**config.mk**
```make
export PLATFORM = sky130hd
export DESIGN_NAME = magnetometer_heading_atan2_unit_flat
export DESIGN_NICKNAME = d
export VERILOG_FILES = /design/src/design/hdg_pkg.sv /design/src/design/hdg_req_if.sv /design/src/design/hdg_rsp_if.sv /design/src/design/hdg_pre.sv /design/src/design/hdg_cordic_stage.sv /design/src/design/hdg_post.sv /design/src/design/magnetometer_heading_atan2_unit.sv /design/src/flat_wrapper.sv
export SDC_FILE = /design/constraint.sdc
export NUM_CORES = 2
export LEC_CHECK = 0
export BUFFER_PORTS_ARGS = -buffer_cell sky130_fd_sc_hd__buf_2
export CAP_MARGIN = 30
export CORE_MARGIN = 1.5
export CORE_UTILIZATION = 25
export CTS_BUF_LIST = sky130_fd_sc_hd__clkbuf_16
export CTS_CLUSTER_DIAMETER = 80
export DETAILED_ROUTE_END_ITERATION = 10
export PLACE_DENSITY = 0.39
export SETUP_SLACK_MARGIN = 0.5
export SLEW_MARGIN = 20
export SYNTH_ARGS = -nofsm -noshare
export SYNTH_HDL_FRONTEND = slang
export SYNTH_SLANG_ARGS = --single-unit
```
**constraint.sdc**
```tcl
create_clock -name clock -period 9.6 [get_ports clock]
set_input_delay 0.48 -clock clock [delete_from_list [all_inputs] [get_ports clock]]
set_output_delay 0.48 -clock clock [all_outputs]
set_load 0.02 [all_outputs]
```
**src/design/hdg_pkg.sv**
```systemverilog
// shared types, constants and the arctangent table for the heading unit
`timescale 1ns / 1ps
`default_nettype none
package hdg_pkg;

   // angle fraction bits inside the cordic, prescale of the axis values
   localparam int ANG_FRAC = 20;
   localparam int PRESCALE_SHIFT = 8;
   localparam int TABLE_LEN = 24;

   // defaults and fixed output format
   localparam int CORDIC_STEPS = 16;
   localparam int FRACTION_BITS = 7;

   // field and datapath widths
   localparam int BYTE_W = 8;
   localparam int AXIS_W = 16;
   localparam int HEADING_W = 16;
   localparam int XY_W = 28;
   localparam int Z_W = 32;

   typedef logic signed [XY_W-1:0] xy_type;
   typedef logic signed [Z_W-1:0] angle_type;
   typedef logic [BYTE_W-1:0] byte_type;
   typedef logic [HEADING_W-1:0] heading_type;

   // vector and accumulated angle as they travel down the pipeline
   typedef struct packed {
      xy_type x;
      xy_type y;
      angle_type z;
      logic zero;
   } cordic_vec_type;

   localparam angle_type HALF_TURN = angle_type'(180 * (2 ** ANG_FRAC));
   localparam angle_type FULL_TURN = angle_type'(360 * (2 ** ANG_FRAC));

   // rounding from the internal angle format to the heading format
   localparam int ROUND_SHIFT = ANG_FRAC - FRACTION_BITS;
   localparam logic [Z_W-1:0] ROUND_ADD = Z_W'(2 ** (ROUND_SHIFT - 1));
   localparam logic [Z_W-1:0] HEADING_MAX = Z_W'((2 ** HEADING_W) - 1);

   // atan(2^-i) in degrees, scaled by 2^20
   localparam angle_type ATAN_TAB [TABLE_LEN] = '{
      32'sd47185920, 32'sd27855475, 32'sd14718068, 32'sd7471121,
      32'sd3750058, 32'sd1876857, 32'sd938658, 32'sd469357,
      32'sd234682, 32'sd117342, 32'sd58671, 32'sd29335,
      32'sd14668, 32'sd7334, 32'sd3667, 32'sd1833,
      32'sd917, 32'sd458, 32'sd229, 32'sd115,
      32'sd57, 32'sd29, 32'sd14, 32'sd7
   };

endpackage
`default_nettype wire

```
**src/design/hdg_req_if.sv**
```systemverilog
// request channel: magnetometer x and y bytes with valid/ready
`timescale 1ns / 1ps
`default_nettype none
interface hdg_req_if;
   logic valid;
   logic ready;
   hdg_pkg::byte_type x_high;
   hdg_pkg::byte_type x_low;
   hdg_pkg::byte_type y_high;
   hdg_pkg::byte_type y_low;

   modport source (output valid, x_high, x_low, y_high, y_low, input ready);
   modport sink (input valid, x_high, x_low, y_high, y_low, output ready);
endinterface
`default_nettype wire

```
**src/design/hdg_rsp_if.sv**
```systemverilog
// response channel: heading word with valid/ready
`timescale 1ns / 1ps
`default_nettype none
interface hdg_rsp_if;
   logic valid;
   logic ready;
   hdg_pkg::heading_type heading;

   modport source (output valid, heading, input ready);
   modport sink (input valid, heading, output ready);
endinterface
`default_nettype wire

```
**src/design/hdg_pre.sv**
```systemverilog
// input stage: byte assembly, prescale and left half plane rotation
`timescale 1ns / 1ps
`default_nettype none
module hdg_pre (
   input  wire logic                   clock,
   input  wire logic                   reset,
   input  wire logic                   in_valid,
   input  wire hdg_pkg::byte_type      x_high,
   input  wire hdg_pkg::byte_type      x_low,
   input  wire hdg_pkg::byte_type      y_high,
   input  wire hdg_pkg::byte_type      y_low,
   output      logic                   in_ready,
   output      logic                   out_valid,
   output      hdg_pkg::cordic_vec_type out_vec,
   input  wire logic                   out_ready
);

   logic valid_ff, valid_in;
   hdg_pkg::cordic_vec_type vec_ff, vec_in;
   logic signed [hdg_pkg::AXIS_W-1:0] x_raw, y_raw;
   hdg_pkg::xy_type x_scaled, y_scaled;

   assign in_ready = !valid_ff || out_ready;
   assign x_raw = {x_high, x_low};
   assign y_raw = {y_high, y_low};
   assign x_scaled = hdg_pkg::xy_type'(x_raw) <<< hdg_pkg::PRESCALE_SHIFT;
   assign y_scaled = hdg_pkg::xy_type'(y_raw) <<< hdg_pkg::PRESCALE_SHIFT;

   always_comb begin
      valid_in = in_ready ? in_valid : valid_ff;
      vec_in = vec_ff;
      if (in_ready) begin
         vec_in.zero = (x_raw == '0) && (y_raw == '0);
         if (x_raw < 0) begin
            // turn by 180 degrees into the right half plane
            vec_in.x = -x_scaled;
            vec_in.y = -y_scaled;
            vec_in.z = (y_raw >= 0) ? hdg_pkg::HALF_TURN : -hdg_pkg::HALF_TURN;
         end else begin
            vec_in.x = x_scaled;
            vec_in.y = y_scaled;
            vec_in.z = '0;
         end
      end
   end

   always_ff @(posedge clock) begin
      if (reset) begin
         valid_ff <= 1'b0;
      end else begin
         valid_ff <= valid_in;
      end
      vec_ff <= vec_in;
   end

   assign out_valid = valid_ff;
   assign out_vec = vec_ff;

endmodule
`default_nettype wire

```
**src/design/hdg_cordic_stage.sv**
```systemverilog
// one registered cordic vectoring iteration
`timescale 1ns / 1ps
`default_nettype none
module hdg_cordic_stage #(
   parameter int STEP = 0
) (
   input  wire logic                    clock,
   input  wire logic                    reset,
   input  wire logic                    in_valid,
   input  wire hdg_pkg::cordic_vec_type in_vec,
   output      logic                    in_ready,
   output      logic                    out_valid,
   output      hdg_pkg::cordic_vec_type out_vec,
   input  wire logic                    out_ready
);

   logic valid_ff, valid_in;
   hdg_pkg::cordic_vec_type vec_ff, vec_in;
   hdg_pkg::xy_type x_shift, y_shift;

   assign in_ready = !valid_ff || out_ready;
   assign x_shift = in_vec.x >>> STEP;
   assign y_shift = in_vec.y >>> STEP;

   always_comb begin
      valid_in = in_ready ? in_valid : valid_ff;
      vec_in = vec_ff;
      if (in_ready) begin
         vec_in.zero = in_vec.zero;
         // rotate toward the x axis, y strictly positive turns clockwise
         if (in_vec.y > 0) begin
            vec_in.x = in_vec.x + y_shift;
            vec_in.y = in_vec.y - x_shift;
            vec_in.z = in_vec.z + hdg_pkg::ATAN_TAB[STEP];
         end else begin
            vec_in.x = in_vec.x - y_shift;
            vec_in.y = in_vec.y + x_shift;
            vec_in.z = in_vec.z - hdg_pkg::ATAN_TAB[STEP];
         end
      end
   end

   always_ff @(posedge clock) begin
      if (reset) begin
         valid_ff <= 1'b0;
      end else begin
         valid_ff <= valid_in;
      end
      vec_ff <= vec_in;
   end

   assign out_valid = valid_ff;
   assign out_vec = vec_ff;

endmodule
`default_nettype wire

```
**src/design/hdg_post.sv**
```systemverilog
// output stage: offset, clamp, round and saturate into the heading word
`timescale 1ns / 1ps
`default_nettype none
module hdg_post (
   input  wire logic                    clock,
   input  wire logic                    reset,
   input  wire logic                    in_valid,
   input  wire hdg_pkg::cordic_vec_type in_vec,
   output      logic                    in_ready,
   output      logic                    out_valid,
   output      hdg_pkg::heading_type    heading,
   input  wire logic                    out_ready
);

   logic valid_ff, valid_in;
   hdg_pkg::heading_type heading_ff, heading_in;
   hdg_pkg::angle_type h_sum, h_clamp;
   logic [hdg_pkg::Z_W-1:0] q_wide;

   assign in_ready = !valid_ff || out_ready;
   assign h_sum = in_vec.z + hdg_pkg::HALF_TURN;

   always_comb begin
      if (in_vec.zero) begin
         h_clamp = hdg_pkg::HALF_TURN;
      end else if (h_sum < 0) begin
         h_clamp = '0;
      end else if (h_sum > hdg_pkg::FULL_TURN) begin
         h_clamp = hdg_pkg::FULL_TURN;
      end else begin
         h_clamp = h_sum;
      end
   end

   // round to nearest, ties up
   assign q_wide = (unsigned'(h_clamp) + hdg_pkg::ROUND_ADD) >> hdg_pkg::ROUND_SHIFT;

   always_comb begin
      valid_in = in_ready ? in_valid : valid_ff;
      heading_in = heading_ff;
      if (in_ready) begin
         heading_in = (q_wide > hdg_pkg::HEADING_MAX) ? '1
                                                      : q_wide[hdg_pkg::HEADING_W-1:0];
      end
   end

   always_ff @(posedge clock) begin
      if (reset) begin
         valid_ff <= 1'b0;
      end else begin
         valid_ff <= valid_in;
      end
      heading_ff <= heading_in;
   end

   assign out_valid = valid_ff;
   assign heading = heading_ff;

endmodule
`default_nettype wire

```
**src/design/magnetometer_heading_atan2_unit.sv**
```systemverilog
// top level: pipelined cordic compass heading from magnetometer x/y bytes
`timescale 1ns / 1ps
`default_nettype none
// channel   port      dir   word
// -------   -------   ---   -------------------------------------------
// request   req_word  in    x_high, x_low, y_high, y_low (8 bits each)
// response  rsp_word  out   heading (16 bits, 1/128 degree, 0 to 360)
//
// one word per cycle enters and leaves while the response side takes; there is
// one register stage per cordic iteration plus input and output stages
// every stage holds its own valid bit and takes a new word when it is empty
// or its successor takes; a stall fills bubbles first and loses nothing
// synchronous active high reset clears only the valid bits
module magnetometer_heading_atan2_unit #(
   parameter int CORDIC_STEPS = hdg_pkg::CORDIC_STEPS
) (
   input  wire logic  clock,
   input  wire logic  reset,
   hdg_req_if.sink    req_word,
   hdg_rsp_if.source  rsp_word
);

   // iterations past the angle table are not run
   localparam int RUN_STEPS = (CORDIC_STEPS < hdg_pkg::TABLE_LEN) ? CORDIC_STEPS
                                                                 : hdg_pkg::TABLE_LEN;

   // pipe point k sits before cordic iteration k, point RUN_STEPS feeds the output
   logic                    pipe_valid [RUN_STEPS+1];
   logic                    pipe_ready [RUN_STEPS+1];
   hdg_pkg::cordic_vec_type pipe_vec   [RUN_STEPS+1];

   // decode, prescale, fold left half plane
   hdg_pre u_pre (
      .clock     (clock),
      .reset     (reset),
      .in_valid  (req_word.valid),
      .x_high    (req_word.x_high),
      .x_low     (req_word.x_low),
      .y_high    (req_word.y_high),
      .y_low     (req_word.y_low),
      .in_ready  (req_word.ready),
      .out_valid (pipe_valid[0]),
      .out_vec   (pipe_vec[0]),
      .out_ready (pipe_ready[0])
   );

   // one stage per vectoring iteration
   for (genvar k = 0; k < RUN_STEPS; k++) begin : g_step
      hdg_cordic_stage #(
         .STEP (k)
      ) u_stage (
         .clock     (clock),
         .reset     (reset),
         .in_valid  (pipe_valid[k]),
         .in_vec    (pipe_vec[k]),
         .in_ready  (pipe_ready[k]),
         .out_valid (pipe_valid[k+1]),
         .out_vec   (pipe_vec[k+1]),
         .out_ready (pipe_ready[k+1])
      );
   end

   // add 180 degrees, clamp, round, saturate
   hdg_post u_post (
      .clock     (clock),
      .reset     (reset),
      .in_valid  (pipe_valid[RUN_STEPS]),
      .in_vec    (pipe_vec[RUN_STEPS]),
      .in_ready  (pipe_ready[RUN_STEPS]),
      .out_valid (rsp_word.valid),
      .heading   (rsp_word.heading),
      .out_ready (rsp_word.ready)
   );

endmodule
`default_nettype wire

```
**src/flat_wrapper.sv**
```systemverilog
// flat-port wrapper written by rule: the top's interface ports become plain ports
module magnetometer_heading_atan2_unit_flat 
#(
   parameter int CORDIC_STEPS = hdg_pkg::CORDIC_STEPS
)
  (clock, reset, req_word_valid, req_word_x_high, req_word_x_low, req_word_y_high, req_word_y_low, req_word_ready, rsp_word_valid, rsp_word_heading, rsp_word_ready);
  hdg_req_if req_word_i ();
  hdg_rsp_if rsp_word_i ();
  input  wire logic clock;
  input  wire logic reset;
  input wire logic [$bits(req_word_i.valid)-1:0] req_word_valid;
  input wire logic [$bits(req_word_i.x_high)-1:0] req_word_x_high;
  input wire logic [$bits(req_word_i.x_low)-1:0] req_word_x_low;
  input wire logic [$bits(req_word_i.y_high)-1:0] req_word_y_high;
  input wire logic [$bits(req_word_i.y_low)-1:0] req_word_y_low;
  output wire logic [$bits(req_word_i.ready)-1:0] req_word_ready;
  output wire logic [$bits(rsp_word_i.valid)-1:0] rsp_word_valid;
  output wire logic [$bits(rsp_word_i.heading)-1:0] rsp_word_heading;
  input wire logic [$bits(rsp_word_i.ready)-1:0] rsp_word_ready;
  assign req_word_i.valid = req_word_valid;
  assign req_word_i.x_high = req_word_x_high;
  assign req_word_i.x_low = req_word_x_low;
  assign req_word_i.y_high = req_word_y_high;
  assign req_word_i.y_low = req_word_y_low;
  assign req_word_ready = req_word_i.ready;
  assign rsp_word_valid = rsp_word_i.valid;
  assign rsp_word_heading = rsp_word_i.heading;
  assign rsp_word_i.ready = rsp_word_ready;
  magnetometer_heading_atan2_unit #(.CORDIC_STEPS(CORDIC_STEPS)) u_core (.clock(clock), .reset(reset), .req_word(req_word_i), .rsp_word(rsp_word_i));
endmodule
```
==> impl_metrics.csv <==
group,metric,value,unit
run_status,status,"complete, no violations",
critical_path,cp_max_fo,34,
logic_synthesis,synth_edf_count,1284,
clocking,clock-sinks,1302,
routing,ant_nets,0,
clocking,path_clk_slew,0.06,ns
logic_synthesis,async_reset_ff_share,0,%
placement,place_ws,2.00,ns
critical_path,worstSetupPathType,"reg2reg",
run,cap_violations,0,
placement,place.gp.congestion,0.847,
critical_path,end_kind,"register",
critical_path,cp.required,10.19,ns
routing,drtIter0Drc,4814,
timing,post-route-period-util,76.4,%
routing,avgViaCountPerCell,4.86,
logic_synthesis,syn_avg_cell_area,9.83,um2
placement,port_buffers,53,
logic_synthesis,yosysTopAreaCellShare,37.0,%
clocking,ctsResizeCount,0,
global_routing,grt_pass1_vias,78600,
clocking,clock-root-buffer,"clkbuf_16",
timing,fin_worst_skew,0.0766,ns
clocking,clkLatencyLatePin,0.88,ns
floorplanning,core_area,414000,um2
logic_synthesis,ys.flop_type,"edfxtp_1",
layout,drive_gt1_share,4.83,%
timing,setup_viol,0,
logic_synthesis,synthDistinctLibCells,97,
global_routing,grt_first_pass_wirelength,463,mm
critical_path,arrival,7.93,ns
layout,final_util,28.4,%
floorplanning,initial_utilization,25.2,%
clocking,cts_setup_buffers,0,
logic_synthesis,synth_area,104000,um2
logic_synthesis,synth_largest_area_cell,"edfxtp_1",
floorplanning,fp-row-count,236,
routing,dr_total_vias,79800,
timing,worst_pin_slew,1.03,ns
clocking,cts_buffers,175,
clocking,cts_tree,"yes",
global_routing,grt_usage,13.9,%
placement,hpwl,242,mm
clocking,clockBufferDepth,4,
timing,fin_setup_tns,0,ns
floorplanning,die_area,420000,um2
logic_synthesis,ys_ff_latch,1302,
layout,area_delta_synth_final,12.9,%
timing,rsz0062_at_grt,"false",
layout,finalNetCount,12100,
floorplanning,die_x,648,um
layout,final_common_cell,"edfxtp_1",
logic_synthesis,synthTopCellsByArea,"edfxtp_1 (37%), ha_1 (14%), xnor2_1 (8.8%)",
logic_synthesis,yosysSeqAreaShare,37.4,%
timing,period_minus_slack,7.34,ns
routing,drc,0,
timing,drv_slew,0,
global_routing,antenna_found_initial,2,
routing,wl_per_cell,18.3,um
routing,wl,300,mm
clocking,cts.htree.levels,4,
critical_path,startpoint_type,"register",
global_routing,grt-ovfl-total,0,
timing,hold_violations,0,
logic_synthesis,yosys_warnings,0,
min_path,hp-class,"in2reg",
timing,relSlewSlack,29.4,%
routing,firstDrtPassIters,5,
logic_synthesis,synth_cells,10600,
layout,final_cell_mix,"edfxtp_1 (1284), ha_1 (1201), xnor2_1 (1052)",
timing,fmax,136,MHz
timing,final.setup.worst_slack,2.26,ns
floorplanning,die_h,648,um
clocking,cts.hold.buffers_added,41,
global_routing,grt_max_degree,70,
floorplanning,ios,54,
cell families after synthesis:
group | share of synthesized area [%]
simple gates | 12.8
other cells | 0.00360
compound gates | 19.3
buf+inv | 2.25
xor+xnor | 12.8
fa+ha+maj | 15.2
flops | 37.4
mux | 0.263
worst max-delay path: stages, from the launching register on:
cell and delay, ns:
edfxtp_1 0.45, nor3_1 0.26, nand2b_1 0.16, nor4_1 0.42
nand2_1 0.12, nor2_1 0.20, nand2_1 0.18, nor2_1 0.26
nand4_1 0.30, nor2b_2 0.35, buf_4 0.26, inv_1 0.11
buf_4 0.41, a21oi_1 0.10, xnor2_1 0.16, ha_1 0.35
a21o_1 0.18, a21o_1 0.17, a21o_1 0.21, a22o_1 0.20
a2111oi_0 0.90, o21bai_1 0.30, a21oi_1 0.35, o21ba_2 0.24
o2111ai_1 0.13, a21oi_1 0.19, xnor2_1 0.08
metal layers:
metal / track usage [%] / vias to the layer above / wire length (um)
met5: 0 / - / 0
met4: 3.07 / 0 / 6240
met3: 1.44 / 308 / 9800
met2: 23.7 / 1227 / 141000
met1: 18.8 / 38400 / 144000
li1: - / 39900 / -
sequential cells by signal, summed over array words and instances (netlist names):
register,count
u_core.u_pre.out_vec,44
u_core.g_step.u_stage.out_vec,1224
u_core.u_post.out_valid,1
u_core.u_post.heading,16
u_core.u_pre.out_valid,1
u_core.g_step.u_stage.out_valid,16
cell usage after synthesis (31+ instances only):
cell,count
or4_1,36
and3_1,100
xnor2_1,1052
nand4_1,81
or3_1,86
o41ai_1,62
a211oi_1,88
nand2b_1,152
nand3_1,182
nor2b_1,142
nor3_1,250
nand2_1,588
nor2_1,817
o21bai_1,175
clkbuf_1,117
fa_1,41
o31ai_1,132
o211ai_1,44
o21ai_0,637
or2_2,43
a21o_1,472
a221oi_1,31
o21a_1,164
and2_1,56
a31oi_1,75
nor4_1,103
edfxtp_1,1284
a21oi_1,972
xor2_1,467
ha_1,1201
inv_1,475
area by class of cell:
class	instances	area (um2)
fillers	43300	296000
multi-input cells	8677	63000
flip-flops and latches	1302	38900
well taps	5474	6850
clock buffers	178	4450
inverters	481	1810
repair buffers	175	1290
clock inverters	136	1240
diodes	4	10.0
stage by stage:
step	std cells	cell area (um2)	hold slack [ns]
global placement	16100	111000	0.407
detailed placement	16100	111000	0.409
floorplan	10600	104000	0.400
global route	16400	118000	0.0619
CTS	16400	118000	0.00740
finish	16400	118000	0.0976
worst paths after layout:
kind / startpoint / endpoint / slack [ns] / cells after the start
setup / recovery: u_core.g_step[8].u_stage.out_vec[48]$_DFFE_PP_ / u_core.g_step[9].u_stage.out_vec[88]$_DFFE_PP_ / 2.26 / 26
hold / removal: rsp_word_ready / u_core.u_post.out_valid$_SDFFE_PP0P_ / 0.1 / 5
setup reg to reg: u_core.g_step[8].u_stage.out_vec[48]$_DFFE_PP_ / u_core.g_step[9].u_stage.out_vec[88]$_DFFE_PP_ / 2.26 / 26
hold reg to reg: u_core.g_step[2].u_stage.out_vec[0]$_DFFE_PP_ / u_core.g_step[3].u_stage.out_vec[0]$_DFFE_PP_ / 0.40 / 0
Power is left out: the tool's default activity adds up to more than one toggle a clock period on the data nets, which glitch-free logic cannot reach.
